## config.mk

```make
export PLATFORM = sky130hd
export DESIGN_NAME = uart_rx_tx_ring_buffers
export DESIGN_NICKNAME = d
export VERILOG_FILES = /design/src/sv/urtrb_pkg.sv /design/src/sv/urtrb_ram.sv /design/src/sv/urtrb_ring.sv /design/src/sv/uart_rx_tx_ring_buffers.sv
export SDC_FILE = /design/constraint.sdc
export NUM_CORES = 1
export LEC_CHECK = 0
export BUFFER_PORTS_ARGS = -buffer_cell sky130_fd_sc_hd__buf_4
export CAP_MARGIN = 5
export CORE_MARGIN = 3
export CORE_UTILIZATION = 45
export DETAILED_ROUTE_END_ITERATION = 10
export SLEW_MARGIN = 20
export SYNTH_ARGS = -nofsm -noshare
export SYNTH_HDL_FRONTEND = slang
export SYNTH_HIERARCHICAL = 1
export SYNTH_SLANG_ARGS = --single-unit
```

## constraint.sdc

```tcl
create_clock -name clk -period 9.2 [get_ports clk]
set_input_delay 1.38 -clock clk [delete_from_list [all_inputs] [get_ports clk]]
set_output_delay 1.38 -clock clk [all_outputs]
set_load 0.02 [all_outputs]
```

## src/sv/urtrb_pkg.sv

```systemverilog
package urtrb_pkg;

  localparam int DEPTH = 64;
  localparam int PTR_W = $clog2(DEPTH);

  typedef logic [PTR_W-1:0] ptr_t;

  typedef enum logic [2:0] {
    CMD_RECEIVE  = 3'd0,
    CMD_READ     = 3'd1,
    CMD_WRITE    = 3'd2,
    CMD_TX_READY = 3'd3,
    CMD_CLEAR    = 3'd4
  } cmd_t;

  typedef enum logic [1:0] {
    ST_OK          = 2'd0,
    ST_RX_OVERFLOW = 2'd1,
    ST_TX_FULL     = 2'd2,
    ST_RX_EMPTY    = 2'd3
  } status_t;

  typedef struct packed {
    logic push;
    logic pop;
    logic clear;
  } ring_ctl_t;

  typedef struct packed {
    logic empty;
    logic full;
    logic nonempty_next;
  } ring_sts_t;

  function automatic ptr_t ring_next(ptr_t p);
    ring_next = (p == PTR_W'(DEPTH - 1)) ? '0 : p + 1'b1;
  endfunction

endpackage

```

## src/sv/urtrb_ram.sv

```systemverilog
module urtrb_ram #(
  parameter int WIDTH = 8,
  parameter int DEPTH = 64,
  localparam int ADDR_W = $clog2(DEPTH)
) (
  input  logic              clk,
  input  logic              we,
  input  logic [ADDR_W-1:0] waddr,
  input  logic [WIDTH-1:0]  wdata,
  input  logic              re,
  input  logic [ADDR_W-1:0] raddr,
  output logic [WIDTH-1:0]  rdata
);

  logic [WIDTH-1:0] mem [DEPTH];

  always_ff @(posedge clk) begin
    if (we) begin
      mem[waddr] <= wdata;
    end
    if (re) begin
      rdata <= mem[raddr];
    end
  end

endmodule

```

## src/sv/urtrb_ring.sv

```systemverilog
module urtrb_ring (
  input  logic                  clk,
  input  logic                  rst,
  input  urtrb_pkg::ring_ctl_t  ctl,
  input  logic [7:0]            wdata,
  output urtrb_pkg::ring_sts_t  sts,
  output logic [7:0]            rdata
);
  import urtrb_pkg::*;

  ptr_t head;
  ptr_t tail;
  ptr_t head_next;
  ptr_t tail_next;
  ptr_t head_inc;
  ptr_t tail_inc;

  // pointers advance first, then the new slot is used
  assign head_inc = ring_next(head);
  assign tail_inc = ring_next(tail);

  always_comb begin
    head_next = head;
    tail_next = tail;
    if (ctl.clear) begin
      head_next = '0;
      tail_next = '0;
    end else begin
      if (ctl.push) head_next = head_inc;
      if (ctl.pop) tail_next = tail_inc;
    end
  end

  assign sts.empty         = (head == tail);
  assign sts.full          = (head_inc == tail);
  assign sts.nonempty_next = (head_next != tail_next);

  always_ff @(posedge clk) begin
    if (rst) begin
      head <= '0;
      tail <= '0;
    end else begin
      head <= head_next;
      tail <= tail_next;
    end
  end

  urtrb_ram #(
    .WIDTH (8),
    .DEPTH (DEPTH)
  ) u_ram (
    .clk   (clk),
    .we    (ctl.push),
    .waddr (head_inc),
    .wdata (wdata),
    .re    (ctl.pop),
    .raddr (tail_inc),
    .rdata (rdata)
  );

  a_no_push_full: assert property (@(posedge clk) disable iff (rst)
    ctl.push |-> !sts.full)
    else $error("push into full ring");

  a_no_pop_empty: assert property (@(posedge clk) disable iff (rst)
    ctl.pop |-> !sts.empty)
    else $error("pop from empty ring");

  a_clear_empties: assert property (@(posedge clk) disable iff (rst)
    ctl.clear |=> sts.empty)
    else $error("ring not empty after clear");

endmodule

```

## src/sv/uart_rx_tx_ring_buffers.sv

```systemverilog
// Receive and transmit byte rings between a serial port and a host. Each
// command on the input stream gives exactly one result on the output stream.
// A command is taken every cycle while results are drained; a result is
// registered in the read stage and then the output stage, since each ring's
// bytes live in a 64 x 8 RAM with a registered read. When the output waits,
// one more command is held in the read stage and the input then stalls.
// Each ring holds DEPTH-1 bytes; there is no clearing pass after reset.
module uart_rx_tx_ring_buffers (
  input  logic        clk,
  input  logic        rst,
  input  logic        s_tvalid,
  output logic        s_tready,
  // [2:0] command, [10:3] data_in
  input  logic [15:0] s_tdata,
  output logic        m_tvalid,
  input  logic        m_tready,
  // [7:0] data_out, [8] data_valid, [10:9] status, [11] rx_available,
  // [12] tx_irq_enable
  output logic [15:0] m_tdata
);
  import urtrb_pkg::*;

  logic       acc;
  logic [7:0] din;
  ring_ctl_t  rx_ctl;
  ring_ctl_t  tx_ctl;
  ring_sts_t  rx_sts;
  ring_sts_t  tx_sts;
  logic [7:0] rx_rdata;
  logic [7:0] tx_rdata;

  logic       irq;
  logic       irq_next;
  status_t    st;
  logic       dv;
  logic       sel_tx;

  // read stage: waits for the ram data
  logic       p_valid;
  logic       p_dv;
  logic       p_sel_tx;
  status_t    p_status;
  logic       p_rxav;
  logic       p_irq;
  logic       move;
  logic [7:0] dout;

  logic       o_valid;
  logic [15:0] o_data;

  assign acc = s_tvalid && s_tready;
  assign din = s_tdata[10:3];

  always_comb begin
    rx_ctl   = '0;
    tx_ctl   = '0;
    st       = ST_OK;
    dv       = 1'b0;
    sel_tx   = 1'b0;
    irq_next = irq;
    unique case (s_tdata[2:0])
      CMD_RECEIVE: begin
        if (rx_sts.full) st = ST_RX_OVERFLOW;
        else rx_ctl.push = acc;
      end
      CMD_READ: begin
        if (rx_sts.empty) begin
          st = ST_RX_EMPTY;
        end else begin
          rx_ctl.pop = acc;
          dv = 1'b1;
        end
      end
      CMD_WRITE: begin
        if (tx_sts.full) begin
          st = ST_TX_FULL;
        end else begin
          tx_ctl.push = acc;
          irq_next = 1'b1;
        end
      end
      CMD_TX_READY: begin
        if (tx_sts.empty) begin
          irq_next = 1'b0;
        end else begin
          tx_ctl.pop = acc;
          dv = 1'b1;
          sel_tx = 1'b1;
        end
      end
      CMD_CLEAR: begin
        rx_ctl.clear = acc;
        tx_ctl.clear = acc;
      end
      default: begin
      end
    endcase
  end

  urtrb_ring u_rx (
    .clk   (clk),
    .rst   (rst),
    .ctl   (rx_ctl),
    .wdata (din),
    .sts   (rx_sts),
    .rdata (rx_rdata)
  );

  urtrb_ring u_tx (
    .clk   (clk),
    .rst   (rst),
    .ctl   (tx_ctl),
    .wdata (din),
    .sts   (tx_sts),
    .rdata (tx_rdata)
  );

  assign move     = p_valid && (!o_valid || m_tready);
  assign s_tready = !p_valid || move;
  assign dout     = !p_dv ? 8'd0 : (p_sel_tx ? tx_rdata : rx_rdata);

  always_ff @(posedge clk) begin
    if (rst) begin
      irq     <= 1'b0;
      p_valid <= 1'b0;
      o_valid <= 1'b0;
    end else begin
      if (acc) irq <= irq_next;
      if (acc) p_valid <= 1'b1;
      else if (move) p_valid <= 1'b0;
      if (move) o_valid <= 1'b1;
      else if (m_tready) o_valid <= 1'b0;
    end
  end

  always_ff @(posedge clk) begin
    if (acc) begin
      p_dv     <= dv;
      p_sel_tx <= sel_tx;
      p_status <= st;
      p_rxav   <= rx_sts.nonempty_next;
      p_irq    <= irq_next;
    end
    if (move) begin
      o_data <= {3'b000, p_irq, p_rxav, p_status, p_dv, dout};
    end
  end

  assign m_tvalid = o_valid;
  assign m_tdata  = o_data;

  a_zero_when_invalid: assert property (@(posedge clk) disable iff (rst)
    m_tvalid && !m_tdata[8] |-> m_tdata[7:0] == 8'd0)
    else $error("data_out not zero without data_valid");

  a_irq_set_on_write: assert property (@(posedge clk) disable iff (rst)
    tx_ctl.push |=> irq)
    else $error("transmit interrupt enable not set after write");

endmodule

```

======== Word-level counts from Yosys, hierarchy flattened ========
Memories as Yosys holds them, arrays and structs flattened. A register that Yosys moved wholly into a read port is not among the register bits.
Index checks and enable logic that the tools add are counted.
operators by class
  add/sub/neg operators ................... 4
  equal/unequal tests ..................... 13
  multiplexer cells ....................... 36
  reduce and logical (&&, ||, !) cells .... 10
operators with widths
  operator                                        number
  two-way mux 6 bit                               8
  adder 6 x 1 -> 6 bit (second input constant)    4
  == test 6 bit                                   4
  == test 6 bit (second input constant)           4
  two-way mux 1 bit                               22
  two-way mux 8 bit                               1
  == test 3 x 2 -> 1 bit (second input constant)  2
  != test 6 bit                                   1
  case mux 2 bit (3 select lines)                 1
  two-way mux 2 bit                               2
  case mux 1 bit (2 select lines)                 2
  nonzero test 2 bit                              2
  == test 3 x 1 -> 1 bit (second input constant)  1
  == test 3 bit (second input constant)           1
  zero test 3 bit                                 1
  logical AND 1 bit                               2
  zero test 1 bit                                 2
  logical OR 1 bit                                2
  OR reduction 2 bit                              1
word-level totals
  bits in registers ....................... 46
  bits in writable memories ............... 1,024
  bits of input ports ..................... 20
  word-level logic and storage cells ...... 79
  memories ................................ 2
memory list
  name            words  bits a word  rd ports  clocked after Yosys merged registers in  wr ports  RTL line         RTL
  u_rx.u_ram.mem  64     8            1         1                                        1         urtrb_ram.sv:15  logic [WIDTH-1:0] mem [DEPTH];
  u_tx.u_ram.mem  64     8            1         1                                        1         urtrb_ram.sv:15

======== Depth between registers and ports, before layout ========
  word-level depth ........................ 10
  mapped depth ............................ 15
  depth with buffers taken out ............ 13

======== Modules after synthesis ========
The synthesis kept the hierarchy.
by module, submodules not included
  module                   times used  cells each  area an instance (µm²)
  urtrb_ram                2           940         20,246.9
  urtrb_ring at u_rx       1           138         1,093.5
  uart_rx_tx_ring_buffers  1           77          1,076.0
  urtrb_ring at u_tx       1           128         1,068.5

======== Worst setup path after synthesis ========
OpenSTA, ideal clock, no wires.
  path type ............................... in2reg
  start point ............................. input port m_tready
  end point ............................... register p_rxav (data pin)
  setup time .............................. 0.273 ns
  data arrival time ....................... 3.715 ns
  required time ........................... 8.927 ns
  slack ................................... 5.213 ns
  stages .................................. 8
  path through ............................ nand3b_2 -> nand2_2 -> nor4_1 -> buf_4 -> mux2i_1 -> or3_1 -> a211oi_1 -> o2111ai_1
RTL lines
  what                  RTL line                        RTL
  start, declared       uart_rx_tx_ring_buffers.sv:16   input logic m_tready,
  end signal, assigned  uart_rx_tx_ring_buffers.sv:141  p_rxav <= rx_sts.nonempty_next;
  end, declared         uart_rx_tx_ring_buffers.sv:43   logic p_rxav;

==> reports/metrics.cfg <==
[setup_path]
endpoint_kind=register
crit_path_start_kind=register
r2r_cells=10
ff2ff_setup_slack_ps=3820
worst-endpoint-arrival_ps=5670
crit_type=register to register
worst-path-max-fanout=15
required_ps=9490
timing.rr.start=u_rx/head[0]
r2r-end=u_rx/u_ram/mem[33][7]

[yosys]
synth_area_per_cell_um2=19.7
synth_area_um2=43600
synthCells=2211
yosys_warnings=6

[sta]
worstMarginPinSlew_ps=1070
fin_crit_sh=0.585
slew_violations=0
skew_ps=19.5
finalSetupTns_ps=0
hold_viol_final=0
rsz0062_at_grt=no
setup_violations=0
period_needed_ps=5380
relSlewSlack=0.287
fmaxAchievable_ghz=0.186

[floorplanning]
die_w_um=317
io_pins=38
start_util=0.456
die-area_um2=101000
fp.dieH_um=317
fp-row-count=113
core_um2=95600

[detailed_routing]
drt-wirelength-per-cell_um=26.5
drc=0
drt-total-wl_um=95500
via_per_inst=5.89
first_iter_violations=2076
via_count=21200
drt_pre_antenna_iters=5
ant_nets=0

[final_layout]
area_growth_pct=11.4
fillers=7555
drive_gt1_frac=0.236
fin_nets=2273
antennaDiodeCount=0

[clock_tree]
clk_pin_slew_ps=60
root_buffer=clkbuf_16
clockBufferDepth=3
numCtsBuffers=104
cts-resized-gates=0
hold_buffers=0
cts_tree=yes
clock-sinks=1086
cts_setup_buffers=0
cts_max_level=3
worstSkewPairLatency_ps=660

[power_and_ir_drop]
seqPwrFrac=0.545
power_frac_clock=0.437
swShare=0.192
powerDensity_nw_per_um2=205
total_power_mw=9.98
combPwrFrac=0.018
power_leakage_nw=15.0
intPower_mw=8.06
switchingPower_mw=1.92
ir_drop_uv=138

[placed_design]
hpwlAfterDp_um=56200
globalplace.congestion=0.813
port_buffers=29

[min_path]
holdPathStages=0
worstHoldStart=p_status[0]
whs_endpoint=m_tdata[9]
min_path_type=register to register

[global_route]
grt_pass1_vias=21600
grt_util_all_layers=0.191
antenna_found_initial=0
grt_overflow_total=0
grt_max_degree=99
grt_first_pass_wirelength_um=142000

[flow_run]
max-cap-violations=0

[run_status]
outcome=finished, final reports clean

==> registers in the layout, indices dropped and copies added, names as in the netlist <==
| signal | count |
|---|---|
| m_tvalid | 1 |
| p_rxav | 1 |
| u_rx/u_ram/rdata | 8 |
| p_valid | 1 |
| u_rx/u_ram/mem | 512 |
| u_tx/u_ram/rdata | 8 |
| p_sel_tx | 1 |
| u_tx/head | 6 |
| m_tdata | 13 |
| u_rx/tail | 6 |
| u_rx/head | 6 |
| u_tx/tail | 6 |
| irq | 1 |
| p_status | 2 |
| p_irq | 1 |
| p_dv | 1 |
| u_tx/u_ram/mem | 512 |
==> through the flow <==
step	hold slack, ps	instances	setup slack [ps]	util	instance area (um2)
CTS	422	3597	3870	0.508	48600
finish	428	3598	3820	0.509	48600
global placement	406	3407	3910	0.471	45000
detailed placement	408	3407	3890	0.471	45100
global route	434	3598	3520	0.509	48600
floorplan	400	2213	5210	-	43600
==> cell type report <==
| type | count | area (um2) | share of cell area |
|---|---|---|---|
| clock buffers | 118 | 2750 | 0.0566 |
| clock inverters | 72 | 767 | 0.0158 |
| inverters | 9 | 33.8 | 0.000695 |
| multi-input cells | 982 | 10600 | 0.218 |
| flip-flops and latches | 1086 | 32300 | 0.665 |
| well taps | 1265 | 1580 | 0.0326 |
| repair buffers | 66 | 541 | 0.0111 |
==> power groups by stage <==
stage	combinational (mW)	clock [mW]	sequential, mW
after floorplan	0.0675	0	5.55
final	0.179	4.36	5.44
after CTS	0.182	4.47	5.44
after detailed placement	0.182	0	5.54
after global placement	0.174	0	5.54
after global routing	0.196	4.67	5.44
==> worst max-delay path: stages, from the launching register on <==
cell and delay (ps):
dfxtp_1 550, ha_1 360, nand3_1 210, nor2_2 290, nor2_1 300, o21ai_0 230
a211oi_1 120, or3_1 330, nor3_2 720, nand3_1 910, nor2_1 960
==> cell usage in the layout, fill, tap and decap left out, types with 6 or more instances in the layout <==
cell type	n
mux4_2	252
a221oi_1	12
clkbuf_1	8
dfxtp_1	27
buf_4	63
nor2_1	191
o2bb2ai_1	6
bufinv_16	16
o2111ai_1	7
nand2_1	54
xor2_1	22
a21oi_1	16
clkinv_2	19
o21ai_1	6
o22ai_1	17
mux2i_1	66
nand2b_1	14
a211oi_1	11
clkbuf_16	107
nand3_1	35
nand4_1	12
a22oi_1	6
clkinvlp_4	6
xnor2_1	16
o21ai_0	12
inv_1	9
o221ai_1	16
nor2b_1	48
edfxtp_1	1059
mux2_2	26
nor3_1	19
clkinv_1	25
nand3b_1	8
==> how the worst max path moves through the flow <==
stage,from,to,slack (ps),depth (start not counted)
2_1_floorplan,m_tready,p_rxav,5210,8
3_3_place_gp,u_rx/head[0],u_rx/u_ram/mem[46][1],3910,11
3_5_place_dp,u_rx/head[0],u_rx/u_ram/mem[46][1],3890,11
4_1_cts,u_rx/head[0],u_rx/u_ram/mem[46][1],3870,11
5_1_grt,u_rx/head[0],u_rx/u_ram/mem[17][0],3520,10
6_report,u_rx/head[0],u_rx/u_ram/mem[33][7],3820,10
==> routing by layer <==
| layer | wire, um | GRT usage |
|---|---|---|
| met5 | 0 | 0 |
| met1 | 42100 | 0.285 |
| met3 | 6160 | 0.0268 |
| met4 | 1600 | 0.0464 |
| met2 | 45700 | 0.301 |
Note: power is estimated with default switching activity, not from simulation.
